--- src/rtl/ssqf_pkg.sv ---
// Shared types and constants for the sensor sample qualifier and filter.
// Used by the channel interfaces and by every module of the block.
package ssqf_pkg;

  localparam int TEMP_W      = 15;
  localparam int HUMI_W      = 14;
  localparam int TSTEP_W     = 15;
  localparam int HSTEP_W     = 14;
  localparam int WORD_W      = 16;
  localparam int CHECK_W     = 8;
  localparam int STATUS_W    = 3;
  localparam int CFG_IDX_W   = 2;
  localparam int CFG_DATA_W  = 16;
  localparam int QUEUE_DEPTH = 2;
  localparam int QPTR_W      = $clog2(QUEUE_DEPTH);

  localparam logic [CFG_IDX_W-1:0] CFG_TEMP_MIN  = 2'd0;
  localparam logic [CFG_IDX_W-1:0] CFG_TEMP_MAX  = 2'd1;
  localparam logic [CFG_IDX_W-1:0] CFG_TEMP_STEP = 2'd2;
  localparam logic [CFG_IDX_W-1:0] CFG_HUMI_STEP = 2'd3;

  typedef enum logic [STATUS_W-1:0] {
    ST_OK,
    ST_BUS,
    ST_TEMP_CRC,
    ST_HUMI_CRC,
    ST_TEMP_RANGE,
    ST_HUMI_RANGE,
    ST_TEMP_JUMP,
    ST_HUMI_JUMP
  } status_t;

  typedef struct packed {
    logic signed [TEMP_W-1:0] temp_min;
    logic signed [TEMP_W-1:0] temp_max;
    logic [TSTEP_W-1:0]       temp_step_max;
    logic [HSTEP_W-1:0]       humi_step_max;
  } cfg_t;

  localparam cfg_t CFG_RESET = '{
    temp_min:      -15'sd2500,
    temp_max:      15'sd3000,
    temp_step_max: 15'd500,
    humi_step_max: 14'd1000
  };

  typedef struct packed {
    status_t                  status;
    logic signed [TEMP_W-1:0] temp;
    logic [HUMI_W-1:0]        humi;
  } rec_t;

endpackage

--- src/rtl/ssqf_if.sv ---
// Valid/ready channel interfaces: sensor frame in, filtered result out, register writes.
// Depends on ssqf_pkg for field widths.
interface ssqf_in_if import ssqf_pkg::*; ();
  logic               valid;
  logic               ready;
  logic               bus_ok;
  logic [WORD_W-1:0]  temp_word;
  logic [CHECK_W-1:0] temp_check;
  logic [WORD_W-1:0]  humi_word;
  logic [CHECK_W-1:0] humi_check;

  modport source (output valid, bus_ok, temp_word, temp_check, humi_word, humi_check,
                  input ready);
  modport sink   (input valid, bus_ok, temp_word, temp_check, humi_word, humi_check,
                  output ready);
endinterface

interface ssqf_out_if import ssqf_pkg::*; ();
  logic                     valid;
  logic                     ready;
  logic signed [TEMP_W-1:0] temperature;
  logic [HUMI_W-1:0]        humidity;
  logic [STATUS_W-1:0]      status;
  logic                     fresh;

  modport source (output valid, temperature, humidity, status, fresh, input ready);
  modport sink   (input valid, temperature, humidity, status, fresh, output ready);
endinterface

interface ssqf_cfg_if import ssqf_pkg::*; ();
  logic                  valid;
  logic                  ready;
  logic [CFG_IDX_W-1:0]  index;
  logic [CFG_DATA_W-1:0] data;

  modport source (output valid, index, data, input ready);
  modport sink   (input valid, index, data, output ready);
endinterface

--- src/rtl/ssqf_front.sv ---
// Front end: takes a frame, checks both CRC bytes, converts to hundredths,
// compensates humidity and range-checks. Depends on ssqf_pkg and ssqf_in_if.
module ssqf_front import ssqf_pkg::*; (
  input  logic        clk,
  input  logic        rst_n,
  ssqf_in_if.sink     in_ch,
  input  cfg_t        cfg,
  output logic        push_valid,
  input  logic        push_ready,
  output rec_t        push_rec
);

  localparam logic [7:0]  CRC_POLY   = 8'h31;
  localparam logic [7:0]  CRC_INIT   = 8'hFF;
  localparam int          NUM_W      = 39;
  localparam int          MAG_W      = 37;
  localparam logic [30:0] TEMP_GAIN  = 31'd17500;
  localparam logic [30:0] TEMP_OFS   = 31'd294907500;
  localparam logic [30:0] HUMI_GAIN  = 31'd12500;
  localparam logic signed [31:0] HUMI_OFS = 32'sd39321000;
  localparam logic signed [NUM_W-1:0] HUMI_X100 = 39'sd100;
  localparam logic signed [17:0] C_NEG  = 18'sd15;
  localparam logic signed [17:0] C_MID  = -18'sd3;
  localparam logic signed [17:0] KNEE18 = 18'sd2500;
  localparam logic signed [TEMP_W-1:0] KNEE15   = 15'sd2500;
  localparam logic signed [TEMP_W-1:0] HUMI_MAX = 15'sd10000;
  localparam logic [42:0] DIV100_MUL = 43'd2684355;

  typedef enum logic [3:0] {
    F_IDLE, F_HI, F_LO, F_COMP, F_HNUM, F_HMAG, F_HSUM, F_HQUO, F_HSCALE, F_PUSH
  } fstate_t;

  fstate_t state_r;

  logic               bus_ok_r;
  logic [WORD_W-1:0]  tw_r, hw_r;
  logic [CHECK_W-1:0] tc_r, hc_r;
  logic [7:0]         crc_t_r, crc_h_r;
  logic               tneg_r, hneg_r;
  logic [29:0]        tmag_r;
  logic signed [31:0] anum_r;
  logic signed [TEMP_W-1:0] t_r, h_r;
  logic signed [NUM_W-1:0]  p100_r, num_r;
  logic signed [17:0] c_r;
  logic [MAG_W-1:0]   hmag_r;
  logic [20:0]        ha_r, q1_r;
  logic [21:0]        hs_r;

  logic [30:0]        tprod, hprod;
  logic               tneg_c;
  logic [29:0]        tmag_c;
  logic [13:0]        ta;
  logic [16:0]        ts, s2;
  logic [14:0]        tq, q2;
  logic signed [31:0] anum_c;
  logic signed [17:0] t18, c_c;
  logic [NUM_W-1:0]   hmag_full;
  logic [5:0]         a2;
  logic               corr2;
  logic [20:0]        q1_c;
  logic [42:0]        prod100;
  status_t            st_c;

  function automatic logic [7:0] crc8_byte(input logic [7:0] crc_in, input logic [7:0] data);
    logic [7:0] crc;
    crc = crc_in ^ data;
    for (int i = 0; i < 8; i++) begin
      crc = crc[7] ? ((crc << 1) ^ CRC_POLY) : (crc << 1);
    end
    return crc;
  endfunction

  always_comb begin
    tprod  = 31'(tw_r) * TEMP_GAIN;
    tneg_c = tprod < TEMP_OFS;
    tmag_c = tneg_c ? 30'(TEMP_OFS - tprod) : 30'(tprod - TEMP_OFS);
    hprod  = 31'(hw_r) * HUMI_GAIN;
    anum_c = $signed({1'b0, hprod}) - HUMI_OFS;

    ta = tmag_r[29:16];
    ts = 17'(ta) + 17'(tmag_r[15:0]);
    tq = 15'(ta) + 15'(ts >= 17'd65535);

    t18 = 18'(t_r);
    if (t_r < 15'sd0) begin
      c_c = t18 * C_NEG;
    end else if (t_r < KNEE15) begin
      c_c = t18 * C_MID;
    end else begin
      c_c = (t18 - KNEE18) <<< 3;
    end

    hmag_full = num_r[NUM_W-1] ? -num_r : num_r;

    a2    = hs_r[21:16];
    s2    = 17'(a2) + 17'(hs_r[15:0]);
    corr2 = s2 >= 17'd65535;
    q1_c  = ha_r + 21'(a2) + 21'(corr2);

    prod100 = 43'(q1_r) * DIV100_MUL;
    q2      = prod100[42:28];

    if (!bus_ok_r) begin
      st_c = ST_BUS;
    end else if (crc_t_r != tc_r) begin
      st_c = ST_TEMP_CRC;
    end else if (crc_h_r != hc_r) begin
      st_c = ST_HUMI_CRC;
    end else if (t_r < cfg.temp_min || t_r > cfg.temp_max) begin
      st_c = ST_TEMP_RANGE;
    end else if (h_r < 15'sd0 || h_r > HUMI_MAX) begin
      st_c = ST_HUMI_RANGE;
    end else begin
      st_c = ST_OK;
    end
  end

  assign in_ch.ready = (state_r == F_IDLE);
  assign push_valid  = (state_r == F_PUSH);
  assign push_rec    = '{status: st_c, temp: t_r, humi: h_r[HUMI_W-1:0]};

  always_ff @(posedge clk) begin
    if (!rst_n) begin
      state_r <= F_IDLE;
    end else begin
      unique case (state_r)
        F_IDLE: begin
          if (in_ch.valid) begin
            bus_ok_r <= in_ch.bus_ok;
            tw_r     <= in_ch.temp_word;
            tc_r     <= in_ch.temp_check;
            hw_r     <= in_ch.humi_word;
            hc_r     <= in_ch.humi_check;
            state_r  <= F_HI;
          end
        end
        F_HI: begin
          crc_t_r <= crc8_byte(CRC_INIT, tw_r[15:8]);
          crc_h_r <= crc8_byte(CRC_INIT, hw_r[15:8]);
          tneg_r  <= tneg_c;
          tmag_r  <= tmag_c;
          anum_r  <= anum_c;
          state_r <= F_LO;
        end
        F_LO: begin
          crc_t_r <= crc8_byte(crc_t_r, tw_r[7:0]);
          crc_h_r <= crc8_byte(crc_h_r, hw_r[7:0]);
          t_r     <= tneg_r ? 15'sd0 - $signed(tq) : $signed(tq);
          p100_r  <= NUM_W'(anum_r) * HUMI_X100;
          state_r <= F_COMP;
        end
        F_COMP: begin
          c_r     <= c_c;
          state_r <= F_HNUM;
        end
        F_HNUM: begin
          num_r   <= p100_r + (NUM_W'(c_r) <<< 16) - NUM_W'(c_r);
          state_r <= F_HMAG;
        end
        F_HMAG: begin
          hneg_r  <= num_r[NUM_W-1];
          hmag_r  <= hmag_full[MAG_W-1:0];
          state_r <= F_HSUM;
        end
        F_HSUM: begin
          ha_r    <= hmag_r[MAG_W-1:16];
          hs_r    <= 22'(hmag_r[MAG_W-1:16]) + 22'(hmag_r[15:0]);
          state_r <= F_HQUO;
        end
        F_HQUO: begin
          q1_r    <= q1_c;
          state_r <= F_HSCALE;
        end
        F_HSCALE: begin
          h_r     <= hneg_r ? 15'sd0 - $signed(q2) : $signed(q2);
          state_r <= F_PUSH;
        end
        F_PUSH: begin
          if (push_ready) begin
            state_r <= F_IDLE;
          end
        end
        default: state_r <= F_IDLE;
      endcase
    end
  end

endmodule

--- src/rtl/ssqf_queue.sv ---
// Two-entry queue of classified samples between the front and back ends.
// Depends on ssqf_pkg for the record type.
module ssqf_queue import ssqf_pkg::*; (
  input  logic clk,
  input  logic rst_n,
  input  logic push_valid,
  output logic push_ready,
  input  rec_t push_rec,
  output logic pop_valid,
  input  logic pop_ready,
  output rec_t pop_rec
);

  rec_t              mem_r [QUEUE_DEPTH];
  logic [QPTR_W-1:0] wr_ptr_r, rd_ptr_r;
  logic [QPTR_W:0]   fill_r;
  logic              do_push, do_pop;

  assign push_ready = (fill_r != (QPTR_W + 1)'(QUEUE_DEPTH));
  assign pop_valid  = (fill_r != '0);
  assign pop_rec    = mem_r[rd_ptr_r];
  assign do_push    = push_valid && push_ready;
  assign do_pop     = pop_valid && pop_ready;

  always_ff @(posedge clk) begin
    if (!rst_n) begin
      wr_ptr_r <= '0;
      rd_ptr_r <= '0;
      fill_r   <= '0;
    end else begin
      if (do_push) begin
        mem_r[wr_ptr_r] <= push_rec;
        wr_ptr_r        <= wr_ptr_r + 1'b1;
      end
      if (do_pop) begin
        rd_ptr_r <= rd_ptr_r + 1'b1;
      end
      if (do_push && !do_pop) begin
        fill_r <= fill_r + 1'b1;
      end else if (do_pop && !do_push) begin
        fill_r <= fill_r - 1'b1;
      end
    end
  end

endmodule

--- src/rtl/ssqf_back.sv ---
// Back end: jump checks against the held value, moving-average window and
// bit-serial mean divider, output register. Depends on ssqf_pkg and ssqf_out_if.
module ssqf_back import ssqf_pkg::*; #(
  parameter int WINDOW = 5
) (
  input  logic     clk,
  input  logic     rst_n,
  input  cfg_t     cfg,
  input  logic     pop_valid,
  output logic     pop_ready,
  input  rec_t     pop_rec,
  ssqf_out_if.source out_ch
);

  localparam int SLOT_W = (WINDOW > 1) ? $clog2(WINDOW) : 1;
  localparam int CNT_W  = $clog2(WINDOW + 1);
  localparam int TS_W   = TEMP_W + $clog2(WINDOW);
  localparam int HS_W   = HUMI_W + $clog2(WINDOW);
  localparam int DQ_W   = TS_W;
  localparam int STEP_W = $clog2(DQ_W + 1);

  typedef enum logic [1:0] {B_IDLE, B_CHECK, B_DIV, B_EMIT} bstate_t;

  bstate_t state_r;

  rec_t                     rec_r;
  logic signed [TEMP_W-1:0] win_temp_r [WINDOW];
  logic [HUMI_W-1:0]        win_humi_r [WINDOW];
  logic [SLOT_W-1:0]        slot_r;
  logic                     full_r;
  logic signed [TS_W-1:0]   tsum_r;
  logic [HS_W-1:0]          hsum_r;
  logic signed [TEMP_W-1:0] held_temp_r;
  logic [HUMI_W-1:0]        held_humi_r;
  logic                     have_history_r;
  logic [CNT_W-1:0]         dvsr_r, trem_r, hrem_r;
  logic [DQ_W-1:0]          tdq_r, hdq_r;
  logic                     tneg_r;
  logic [STEP_W-1:0]        step_r;
  status_t                  res_status_r;
  logic signed [TEMP_W-1:0] res_temp_r;
  logic [HUMI_W-1:0]        res_humi_r;
  logic                     res_fresh_r;
  logic                     out_valid_r;
  logic signed [TEMP_W-1:0] out_temp_r;
  logic [HUMI_W-1:0]        out_humi_r;
  status_t                  out_status_r;
  logic                     out_fresh_r;

  logic signed [TEMP_W:0]   tdiff;
  logic [TEMP_W:0]          tabs;
  logic signed [HUMI_W:0]   hdiff;
  logic [HUMI_W:0]          habs;
  status_t                  st_c;
  logic signed [TS_W-1:0]   old_t_ext, new_t_ext, tsum_nxt;
  logic [HS_W-1:0]          old_h_ext, hsum_nxt;
  logic [TS_W-1:0]          tsum_abs;
  logic                     wrap;
  logic [SLOT_W-1:0]        slot_nxt;
  logic [CNT_W-1:0]         cnt_nxt;
  logic [CNT_W:0]           ttrial, htrial;
  logic                     tge, hge;
  logic [TEMP_W-1:0]        tquo;
  logic                     emit_go;

  always_comb begin
    tdiff = $signed({rec_r.temp[TEMP_W-1], rec_r.temp})
          - $signed({held_temp_r[TEMP_W-1], held_temp_r});
    tabs  = tdiff[TEMP_W] ? -tdiff : tdiff;
    hdiff = $signed({1'b0, rec_r.humi}) - $signed({1'b0, held_humi_r});
    habs  = hdiff[HUMI_W] ? -hdiff : hdiff;

    if (rec_r.status != ST_OK) begin
      st_c = rec_r.status;
    end else if (have_history_r && tabs > {1'b0, cfg.temp_step_max}) begin
      st_c = ST_TEMP_JUMP;
    end else if (have_history_r && habs > {1'b0, cfg.humi_step_max}) begin
      st_c = ST_HUMI_JUMP;
    end else begin
      st_c = ST_OK;
    end

    old_t_ext = full_r ? TS_W'(win_temp_r[slot_r]) : '0;
    new_t_ext = TS_W'(rec_r.temp);
    tsum_nxt  = tsum_r - old_t_ext + new_t_ext;
    old_h_ext = full_r ? HS_W'(win_humi_r[slot_r]) : '0;
    hsum_nxt  = hsum_r - old_h_ext + HS_W'(rec_r.humi);
    tsum_abs  = tsum_nxt[TS_W-1] ? -tsum_nxt : tsum_nxt;

    wrap     = (slot_r == SLOT_W'(WINDOW - 1));
    slot_nxt = wrap ? '0 : slot_r + 1'b1;
    cnt_nxt  = (full_r || wrap) ? CNT_W'(WINDOW) : CNT_W'(slot_r) + 1'b1;

    ttrial = {trem_r, tdq_r[DQ_W-1]};
    htrial = {hrem_r, hdq_r[DQ_W-1]};
    tge    = ttrial >= {1'b0, dvsr_r};
    hge    = htrial >= {1'b0, dvsr_r};
    tquo   = tdq_r[TEMP_W-1:0];
  end

  assign emit_go            = (state_r == B_EMIT) && (!out_valid_r || out_ch.ready);
  assign pop_ready          = (state_r == B_IDLE);
  assign out_ch.valid       = out_valid_r;
  assign out_ch.temperature = out_temp_r;
  assign out_ch.humidity    = out_humi_r;
  assign out_ch.status      = out_status_r;
  assign out_ch.fresh       = out_fresh_r;

  always_ff @(posedge clk) begin
    if (!rst_n) begin
      state_r        <= B_IDLE;
      slot_r         <= '0;
      full_r         <= 1'b0;
      tsum_r         <= '0;
      hsum_r         <= '0;
      held_temp_r    <= '0;
      held_humi_r    <= '0;
      have_history_r <= 1'b0;
      out_valid_r    <= 1'b0;
    end else begin
      if (out_valid_r && out_ch.ready && !emit_go) begin
        out_valid_r <= 1'b0;
      end
      unique case (state_r)
        B_IDLE: begin
          if (pop_valid) begin
            rec_r   <= pop_rec;
            state_r <= B_CHECK;
          end
        end
        B_CHECK: begin
          res_status_r <= st_c;
          if (st_c == ST_OK) begin
            win_temp_r[slot_r] <= rec_r.temp;
            win_humi_r[slot_r] <= rec_r.humi;
            tsum_r  <= tsum_nxt;
            hsum_r  <= hsum_nxt;
            slot_r  <= slot_nxt;
            full_r  <= full_r || wrap;
            dvsr_r  <= cnt_nxt;
            tneg_r  <= tsum_nxt[TS_W-1];
            tdq_r   <= tsum_abs;
            hdq_r   <= DQ_W'(hsum_nxt);
            trem_r  <= '0;
            hrem_r  <= '0;
            step_r  <= STEP_W'(DQ_W);
            state_r <= B_DIV;
          end else begin
            res_temp_r  <= have_history_r ? held_temp_r : '0;
            res_humi_r  <= have_history_r ? held_humi_r : '0;
            res_fresh_r <= 1'b0;
            state_r     <= B_EMIT;
          end
        end
        B_DIV: begin
          if (step_r != '0) begin
            trem_r <= tge ? CNT_W'(ttrial - {1'b0, dvsr_r}) : ttrial[CNT_W-1:0];
            hrem_r <= hge ? CNT_W'(htrial - {1'b0, dvsr_r}) : htrial[CNT_W-1:0];
            tdq_r  <= {tdq_r[DQ_W-2:0], tge};
            hdq_r  <= {hdq_r[DQ_W-2:0], hge};
            step_r <= step_r - 1'b1;
          end else begin
            held_temp_r    <= tneg_r ? 15'sd0 - $signed(tquo) : $signed(tquo);
            held_humi_r    <= hdq_r[HUMI_W-1:0];
            have_history_r <= 1'b1;
            res_temp_r     <= tneg_r ? 15'sd0 - $signed(tquo) : $signed(tquo);
            res_humi_r     <= hdq_r[HUMI_W-1:0];
            res_fresh_r    <= 1'b1;
            state_r        <= B_EMIT;
          end
        end
        B_EMIT: begin
          if (emit_go) begin
            out_valid_r  <= 1'b1;
            out_temp_r   <= res_temp_r;
            out_humi_r   <= res_humi_r;
            out_status_r <= res_status_r;
            out_fresh_r  <= res_fresh_r;
            state_r      <= B_IDLE;
          end
        end
        default: state_r <= B_IDLE;
      endcase
    end
  end

endmodule

--- src/rtl/sensor_sample_qualify_filter_top.sv ---
// Top level of the sensor sample qualifier and moving-average filter.
// Holds the register file; depends on ssqf_pkg, ssqf_if, ssqf_front, ssqf_queue, ssqf_back.
//
//   port    | role   | payload                                             | transfer
//   in_ch   | sink   | bus_ok, temp_word, temp_check, humi_word, humi_check | valid & ready
//   out_ch  | source | temperature, humidity, status, fresh                | valid & ready
//   cfg_ch  | sink   | index, data (register write, always ready)          | valid & ready
//
// Front end: its step sequencer takes one frame at a time and takes the next only once the
// last is pushed to the queue. Back end: a rejected sample skips the division, an accepted
// one runs the one-bit-per-cycle mean divider; the next is popped only after an emit.
// Reset is synchronous: registers to defaults, history, sums and window pointer cleared.
// A two-entry queue parts front and back; the output register holds a result until taken.
module sensor_sample_qualify_filter_top import ssqf_pkg::*; #(
  parameter int WINDOW = 5
) (
  input  logic        clk,
  input  logic        rst_n,
  ssqf_in_if.sink     in_ch,
  ssqf_out_if.source  out_ch,
  ssqf_cfg_if.sink    cfg_ch
);

  cfg_t cfg_r;
  logic push_valid, push_ready, pop_valid, pop_ready;
  rec_t push_rec, pop_rec;

  assign cfg_ch.ready = 1'b1;

  always_ff @(posedge clk) begin
    if (!rst_n) begin
      cfg_r <= CFG_RESET;
    end else if (cfg_ch.valid) begin
      unique case (cfg_ch.index)
        CFG_TEMP_MIN:  cfg_r.temp_min      <= $signed(cfg_ch.data[TEMP_W-1:0]);
        CFG_TEMP_MAX:  cfg_r.temp_max      <= $signed(cfg_ch.data[TEMP_W-1:0]);
        CFG_TEMP_STEP: cfg_r.temp_step_max <= cfg_ch.data[TSTEP_W-1:0];
        CFG_HUMI_STEP: cfg_r.humi_step_max <= cfg_ch.data[HSTEP_W-1:0];
      endcase
    end
  end

  ssqf_front u_front (
    .clk        (clk),
    .rst_n      (rst_n),
    .in_ch      (in_ch),
    .cfg        (cfg_r),
    .push_valid (push_valid),
    .push_ready (push_ready),
    .push_rec   (push_rec)
  );

  ssqf_queue u_queue (
    .clk        (clk),
    .rst_n      (rst_n),
    .push_valid (push_valid),
    .push_ready (push_ready),
    .push_rec   (push_rec),
    .pop_valid  (pop_valid),
    .pop_ready  (pop_ready),
    .pop_rec    (pop_rec)
  );

  ssqf_back #(
    .WINDOW (WINDOW)
  ) u_back (
    .clk       (clk),
    .rst_n     (rst_n),
    .cfg       (cfg_r),
    .pop_valid (pop_valid),
    .pop_ready (pop_ready),
    .pop_rec   (pop_rec),
    .out_ch    (out_ch)
  );

endmodule

--- src/flat_wrapper.sv ---
// flat-port wrapper written by rule: the top's interface ports become plain ports
module sensor_sample_qualify_filter_top_flat import ssqf_pkg::*;
#(
  parameter int WINDOW = 5
)
  (clk, rst_n, in_ch_valid, in_ch_bus_ok, in_ch_temp_word, in_ch_temp_check, in_ch_humi_word, in_ch_humi_check, in_ch_ready, out_ch_valid, out_ch_temperature, out_ch_humidity, out_ch_status, out_ch_fresh, out_ch_ready, cfg_ch_valid, cfg_ch_index, cfg_ch_data, cfg_ch_ready);
  ssqf_in_if in_ch_i ();
  ssqf_out_if out_ch_i ();
  ssqf_cfg_if cfg_ch_i ();
  input  logic clk;
  input  logic rst_n;
  input wire logic [$bits(in_ch_i.valid)-1:0] in_ch_valid;
  input wire logic [$bits(in_ch_i.bus_ok)-1:0] in_ch_bus_ok;
  input wire logic [$bits(in_ch_i.temp_word)-1:0] in_ch_temp_word;
  input wire logic [$bits(in_ch_i.temp_check)-1:0] in_ch_temp_check;
  input wire logic [$bits(in_ch_i.humi_word)-1:0] in_ch_humi_word;
  input wire logic [$bits(in_ch_i.humi_check)-1:0] in_ch_humi_check;
  output wire logic [$bits(in_ch_i.ready)-1:0] in_ch_ready;
  output wire logic [$bits(out_ch_i.valid)-1:0] out_ch_valid;
  output wire logic [$bits(out_ch_i.temperature)-1:0] out_ch_temperature;
  output wire logic [$bits(out_ch_i.humidity)-1:0] out_ch_humidity;
  output wire logic [$bits(out_ch_i.status)-1:0] out_ch_status;
  output wire logic [$bits(out_ch_i.fresh)-1:0] out_ch_fresh;
  input wire logic [$bits(out_ch_i.ready)-1:0] out_ch_ready;
  input wire logic [$bits(cfg_ch_i.valid)-1:0] cfg_ch_valid;
  input wire logic [$bits(cfg_ch_i.index)-1:0] cfg_ch_index;
  input wire logic [$bits(cfg_ch_i.data)-1:0] cfg_ch_data;
  output wire logic [$bits(cfg_ch_i.ready)-1:0] cfg_ch_ready;
  assign in_ch_i.valid = in_ch_valid;
  assign in_ch_i.bus_ok = in_ch_bus_ok;
  assign in_ch_i.temp_word = in_ch_temp_word;
  assign in_ch_i.temp_check = in_ch_temp_check;
  assign in_ch_i.humi_word = in_ch_humi_word;
  assign in_ch_i.humi_check = in_ch_humi_check;
  assign in_ch_ready = in_ch_i.ready;
  assign out_ch_valid = out_ch_i.valid;
  assign out_ch_temperature = out_ch_i.temperature;
  assign out_ch_humidity = out_ch_i.humidity;
  assign out_ch_status = out_ch_i.status;
  assign out_ch_fresh = out_ch_i.fresh;
  assign out_ch_i.ready = out_ch_ready;
  assign cfg_ch_i.valid = cfg_ch_valid;
  assign cfg_ch_i.index = cfg_ch_index;
  assign cfg_ch_i.data = cfg_ch_data;
  assign cfg_ch_ready = cfg_ch_i.ready;
  sensor_sample_qualify_filter_top #(.WINDOW(WINDOW)) u_core (.clk(clk), .rst_n(rst_n), .in_ch(in_ch_i), .out_ch(out_ch_i), .cfg_ch(cfg_ch_i));
endmodule
--- config.mk ---
export PLATFORM = sky130hd
export DESIGN_NAME = sensor_sample_qualify_filter_top_flat
export DESIGN_NICKNAME = d
export VERILOG_FILES = /design/src/rtl/ssqf_pkg.sv /design/src/rtl/ssqf_if.sv /design/src/rtl/ssqf_front.sv /design/src/rtl/ssqf_queue.sv /design/src/rtl/ssqf_back.sv /design/src/rtl/sensor_sample_qualify_filter_top.sv /design/src/flat_wrapper.sv
export SDC_FILE = /design/constraint.sdc
export NUM_CORES = 2
export LEC_CHECK = 0
export BUFFER_PORTS_ARGS = -buffer_cell sky130_fd_sc_hd__buf_4
export CAP_MARGIN = 40
export CORE_UTILIZATION = 44
export DETAILED_ROUTE_END_ITERATION = 12
export SLEW_MARGIN = 10
export SYNTH_ARGS = -nofsm -noshare
export SYNTH_HDL_FRONTEND = slang
export SYNTH_HIERARCHICAL = 1
export SYNTH_SLANG_ARGS = --single-unit
--- constraint.sdc ---
create_clock -name clk -period 8.35 [get_ports clk]
set_clock_uncertainty 0.1 [all_clocks]
set_input_delay 0.4175 -clock clk [delete_from_list [all_inputs] [get_ports clk]]
set_output_delay 0.4175 -clock clk [all_outputs]
set_load 0.005 [all_outputs]
* Word level (Yosys, flattened, before mapping)
Memory sizes are Yosys's and may differ from the RTL's. A register that Yosys moved wholly into a read port is not among the register bits.
Cells that the tools add are included.
** Word-level totals
- Register bits :: 609
- Memory bits (writable) :: 209
- Input port bits :: 72
- Output and inout port bits :: 36
- Logic and storage cells :: 328
- Memories :: 3
** Operators by class
- Add/sub/neg operators :: 33
- Multiply operators :: 6
- $lt $le $gt $ge :: 13
- Eq/ne operators :: 27
- Mux-type cells :: 106
- Bitwise gates (word level) :: 37
- Reduce and logical (&&, ||, !) cells :: 51
** Memory list
- u_core.u_back.win_temp_r :: depth 5, width 15, read ports 1, clocked after memory_dff 1, wr ports 1, RTL line ssqf_back.sv:27 : logic signed [TEMP_W-1:0] win_temp_r [WINDOW];
- u_core.u_back.win_humi_r :: depth 5, width 14, read ports 1, clocked after memory_dff 1, wr ports 1, RTL line ssqf_back.sv:28 : logic [HUMI_W-1:0] win_humi_r [WINDOW];
- u_core.u_queue.mem_r :: depth 2, width 32, read ports 1, clocked after memory_dff 1, wr ports 1, RTL line ssqf_queue.sv:14 : rec_t mem_r [QUEUE_DEPTH];
** Operators with widths (number)
- 6-bit two-way mux :: 32
- 18-bit two-way mux :: 8
- 15-bit two-way mux :: 7
- 3-bit NOT :: 32
- 18-bit case mux with 2 select lines :: 2
- 14-bit two-way mux :: 4
- 3-bit two-way mux :: 18
- 1-bit by 15-bit subtractor with 15-bit output (first input constant) :: 3
- 21-bit by 22-bit multiplier with 43-bit output (second input constant) :: 1
- 4-bit case mux with 10 select lines :: 1
- 39-bit by 34-bit adder with 39-bit output :: 1
- 39-bit by 18-bit subtractor with 39-bit output :: 1
- 31-bit by 6-bit multiplier with 37-bit output (second input constant) :: 1
- 37-bit two-way mux :: 1
- 37-bit negation :: 1
- 17-bit by 16-bit greater-or-equal comparator with 1-bit output (second input constant) :: 2
- 2-bit AND reduction :: 17
- 8-bit case mux with 2 select lines :: 2
- 31-bit by 29-bit less-than comparator with 1-bit output (second input constant) :: 1
- 30-bit by 26-bit subtractor with 31-bit output (second input constant) :: 1
- 15-bit by 1-bit less-than comparator with 1-bit output (second input constant) :: 2
- 30-bit two-way mux :: 1
- 15-bit case mux with 2 select lines :: 1
- 29-bit by 30-bit subtractor with 30-bit output (first input constant) :: 1
- 68 further kinds :: 132

* Depth between registers and ports, before layout
- Depth after elaboration :: 18
- Mapped depth :: 30
- Mapped depth without buffers :: 30

* By module
Netlist, hierarchy kept.
** Modules (own cells, without submodules)
- ssqf_front :: times used 1, cells each 4125, area an instance 41061.9 um^2
- ssqf_back :: times used 1, cells each 1793, area an instance 20024.2 um^2
- ssqf_queue :: times used 1, cells each 127, area an instance 2547.4 um^2
- sensor_sample_qualify_filter_top :: times used 1, cells each 231, area an instance 2393.5 um^2

* Least setup slack after synthesis
OpenSTA, ideal clock, no wires.
- Kind :: register -> register
- Start point :: register u_core.u_back.rec_r (netlist bit u_core/u_back/new_t_ext[0])
- End point :: memory u_core.u_back.win_humi_r[4][0], enable pin
- Setup time :: 499 ps
- Arrival :: 7493 ps
- Slack :: 258 ps
- Cell stages (with the launch flop) :: 23
- Period minus slack after synthesis :: 8092 ps
- Cell sequence :: edfxtp_1 inv_1 ha_1 inv_1 fa_1 a211oi_2 o21bai_1 a21oi_2 xor2_1 nand3_1 or4_4 o31a_1 xnor2_1 ha_1 and4_1 nand2_1 nor4_1 nor2_1 o21ai_0 o41ai_2 o21ai_1 nand3_1 nor4b_1
** Between the ends
- Word-level cells in the longest chain between the ends :: 12
** Ends and longest elaborated chain
- from (decl) :: RTL line ssqf_back.sv:26 : rec_t rec_r;
- from (signal assigned) :: RTL line ssqf_back.sv:127 : rec_r <= pop_rec;
- 15-bit by 15-bit subtractor with 16-bit output (*) :: RTL line ssqf_back.sv:68 : - $signed({held_temp_r[TEMP_W-1], held_temp_r});
- 16-bit negation :: RTL line ssqf_back.sv:69 : tabs = tdiff[TEMP_W] ? -tdiff : tdiff;
- 16-bit two-way mux (*) :: RTL line ssqf_back.sv:69
- 16-bit by 15-bit > comparator with 1-bit output (*) :: RTL line ssqf_back.sv:75 : end else if (have_history_r && tabs > {1'b0, cfg.temp_step_max}) begin
- 1-bit logical AND (*) :: RTL line ssqf_back.sv:75
- 3-bit two-way mux (*) :: RTL line ssqf_back.sv:75
- 3-bit two-way mux (*) :: RTL line ssqf_back.sv:73 : if (rec_r.status != ST_OK) begin
- 3-bit zero test (*) :: RTL line ssqf_back.sv:133 : if (st_c == ST_OK) begin
- 1-bit two-way mux (*) :: RTL line ssqf_back.sv:133
- 1-bit two-way mux (*) :: RTL line ssqf_back.sv:124 : unique case (state_r)
- 1-bit two-way mux (*) :: RTL line ssqf_back.sv:110 : if (!rst_n) begin
- 1-bit two-way mux (implied by the code) (*) :: RTL line ssqf_back.sv:135 : win_humi_r[slot_r] <= rec_r.humi;
- to (decl) :: RTL line ssqf_back.sv:28
Mark *: on every way between the ends. The rest lies on a longest branch, timed or not.

* Worst setup path after layout
- Start point :: register u_core.u_front.q1_r[3]
- End point :: register u_core.u_front.h_r[12], data pin
** Between the ends
- Word-level cells in the longest chain between the ends :: 3
** Ends and longest elaborated chain
- from (decl) :: RTL line ssqf_front.sv:46 : logic [20:0] ha_r, q1_r;
- from (signal assigned) :: RTL line ssqf_front.sv:171 : q1_r <= q1_c;
- 21-bit by 22-bit multiplier with 43-bit output :: RTL line ssqf_front.sv:100 : prod100 = 43'(q1_r) * DIV100_MUL;
- via u_core.u_front.prod100[28] :: RTL line ssqf_front.sv:61 : logic [42:0] prod100;
- 1-bit by 15-bit subtractor with 15-bit output :: RTL line ssqf_front.sv:175 : h_r <= hneg_r ? 15'sd0 - $signed(q2) : $signed(q2);
- 15-bit two-way mux :: RTL line ssqf_front.sv:175
- to (signal assigned) :: RTL line ssqf_front.sv:175
- to (decl) :: RTL line ssqf_front.sv:42 : logic signed [TEMP_W-1:0] t_r, h_r;
The timed path passes the listed nets, and every way through them passes these cells.
A chain may end at the register's enable or synchronous reset.

==> run_results.csv <==
group,metric,value,unit
status,status,"complete, no violations",
sta,tns,0,ns
clock_tree,numCtsBuffers,94,
worst_setup_path,cp_common_cell,"inv_1",
power,vdd_drop_max,0.237,mV
clock_tree,clock_sinks,847,
final_layout,nFillCells,13491,
job,cap_violations,0,
drt,drt_first_pass_iters,5,
sta,hold_viol,0,
clock_tree,clock_path_buffers,3,
logic_synthesis,yosysWarnings,6,
logic_synthesis,synth.top_cells.by_area,"edfxtp_1 (32%), ha_1 (16%), fa_1 (11%)",
sta,max-slew-margin-rel,38.6,%
min_path,hold_depth,3,
logic_synthesis,syn_nets,7527,
worst_setup_path,cp-end-kind,"flop",
worst_setup_path,slowest_delay,0.63,ns
final_layout,layout_commonest_cell,"inv_1",
worst_setup_path,rr_startpoint,"u_core/u_front/q1_r[3]$_DFFE_PP_",
floorplan,core,0.148,sq mm
clock_tree,clk_latency,0.70,ns
clock_tree,h-tree-depth,3,
floorplan,row_count,141,
place,hpwl,112000,um
logic_synthesis,ys_ff_latch,847,
logic_synthesis,synth_edf_count,704,
drt,vias,43512,
logic_synthesis,syn_area_per_cell,10.5,sq um
worst_setup_path,slowest_stage,"nor4_2",
sta,fin_crit_sh,95.5,%
floorplan,die_h,389,um
final_layout,drive_gt1_share,7.34,%
power,power.leakage,31.6,nW
final_layout,nets,7700,
worst_setup_path,worstRegToRegCells,29,
drt,drc_errors,0,
final_layout,finalCoreUtilization,49.2,%
worst_setup_path,path_max_fanout,6,
floorplan,start_util,44.5,%
floorplan,dieWidth,389,um
global_routing,antenna_found_initial,3,
sta,drv_slew,0,
logic_synthesis,synth-seq-area-share,36.4,%
logic_synthesis,synth_top_area_share,32.0,%
clock_tree,cts-root-buf,"clkbuf_16",
logic_synthesis,synthesis.area,0.0660,sq mm
sta,fin_ws,0.374,ns
min_path,hold_start,"cfg_ch_data[1]",
final_layout,layout_common_cells,"inv_1 (1062), ha_1 (821), edfxtp_1 (704)",
logic_synthesis,synth_top_area_cell,"edfxtp_1",
final_layout,antenna_cells,0,
drt,wirelength,144000,um
global_routing,grt_overflow,0,
worst_setup_path,critPathLaunch,"u_core/u_front/q1_r[3]$_DFFE_PP_",
final_layout,area_growth,10.7,%
logic_synthesis,ys.flop_type,"edfxtp_1",
worst_setup_path,critPathKind,"reg2reg",
worst_setup_path,required,8.69,ns
global_routing,grt_start_max_net_pins,94,
floorplan,dieArea,0.152,sq mm
clock_tree,cts_tree,"built",
logic_synthesis,ys_types,102,
sta,setup_viol,0,
place,gp_congestion,0.892,
floorplan,ios,108,
global_routing,track_usage,19.2,%
min_path,min_path_type,"in2reg",
logic_synthesis,netlist_instances,6276,
power,power_density,306,mW/mm^2
worst_setup_path,arrival,8.31,ns
drt,antenna_left,0,
sta,layout_min_cycle_time,7.98,ns
logic_synthesis,async_flop_share,0,%
global_routing,grt_pass1_wl,234000,um
sta,max_freq,0.125,GHz
global_routing,grt_pass1_vias,44873,
sta,hold_slack,0.0698,ns
worst_setup_path,start_kind,"flop",
drt,via_per_inst,5.10,
sta,tightest_slew,0.912,ns
place,io_buffers,105,
place,place_ws,0.178,ns
drt,drtIter0Drc,2218,
clock_tree,clk_pin_slew,0.06,ns
drt,wire_per_inst,16.9,um
[area by class of cell]
class	instances	area, sq um	share of cell area [%]
tap	2002	2500	3.43
timing repair buffer	222	1910	2.61
inverter	1066	4010	5.48
multi-input combinational	4218	37400	51.2
clock buffer	119	2550	3.49
sequential	847	24000	32.9
clock inverter	57	651	0.890
[routing by layer]
metal  vias up  wire length (um)  part of all wire (%)  global-route usage, %
li1      21904                 -                     -                      -
met1     20817             64800                    45                   24.4
met2       595             71000                    49                   34.3
met3       190              4380                   3.0                   2.42
met4         6              3650                   2.5                   5.03
met5         -                44                 0.031                      0
[sequential cells by signal (all words and copies together), names as in the netlist, 21 cells and up, named ones only]
register / count
u_core/u_back/win_humi_r: 70
u_core/u_front/hmag_r: 37
u_core/u_front/anum_r: 29
u_core/u_front/q1_r: 21
u_core/u_front/hs_r: 22
u_core/u_front/ha_r: 21
u_core/u_front/p100_r: 35
u_core/u_queue/mem_r: 64
u_core/u_back/win_temp_r: 75
u_core/cfg_r: 59
u_core/u_front/num_r: 38
u_core/u_front/tmag_r: 28
[metrics by stage]
stage	instance area, sq um	cells	power (mW)
after floorplan	66000	6276	15.6
after global placement	69000	8276	17.9
after detailed placement	69200	8285	18.1
final	73100	8531	22.3
after global routing	73100	8531	24.3
after CTS	73000	8525	22.5
[worst paths after layout]
check,to,slack (ns)
min reg2reg,u_core/u_back/out_ch.humidity[4]$_DFFE_PP_,0.32
max reg2reg,u_core/u_front/h_r[12]$_DFFE_PP_,0.37
max,u_core/u_front/h_r[12]$_DFFE_PP_,0.37
min,u_core/cfg_r[1]$_SDFFE_PN0P_,0.07
[synth_stat cells (98+ instances only)]
cell type and count:
ha_1 822, nor3_1 98, edfxtp_1 704, mux2i_1 108
xnor2_1 339, nor2_1 254, fa_1 357, a21oi_1 309
dfxtp_1 143, xor2_1 174, nor2b_1 108, inv_1 1062
nand3_1 105, nand2_1 393, o21ai_0 208
[critical path: cells and delay by family (launching register included)]
kind / cells / cell delay (ns)
compound gates: 3 / 0.77
xor+xnor: 1 / 0.21
fa+ha+maj: 9 / 3.63
buf+inv: 10 / 0.76
flops: 1 / 0.48
simple gates: 6 / 1.74
[cell families after synthesis]
logic type	count (synthesis)	synth area share, %
AO/OA/AOI/OAI	1049	10.1
AND/OR/NAND/NOR	1292	9.71
buffers and inverters	1211	7.15
adder cells (fa/ha/maj)	1179	26.4
XOR/XNOR	513	6.80
flip-flops	847	36.4
multiplexers	184	3.43
other	1	0.00568
[timing repair]
item	4_1_cts	5_1_grt
hold buffers	64	0
gates resized for setup	0	3
setup buffers	0	6
endpoints found under the setup margin	0	3
hold endpoints to repair	86	0
[where the power goes]
part / total [mW] / leakage [nW] / switching (mW) / internal [mW]
clock network: 4.27 / 1.57 / 1.75 / 2.52
logic: 12.1 / 22.5 / 6.90 / 5.16
registers: 6.01 / 7.54 / 0.353 / 5.65
(Power assumes the default switching activity.)
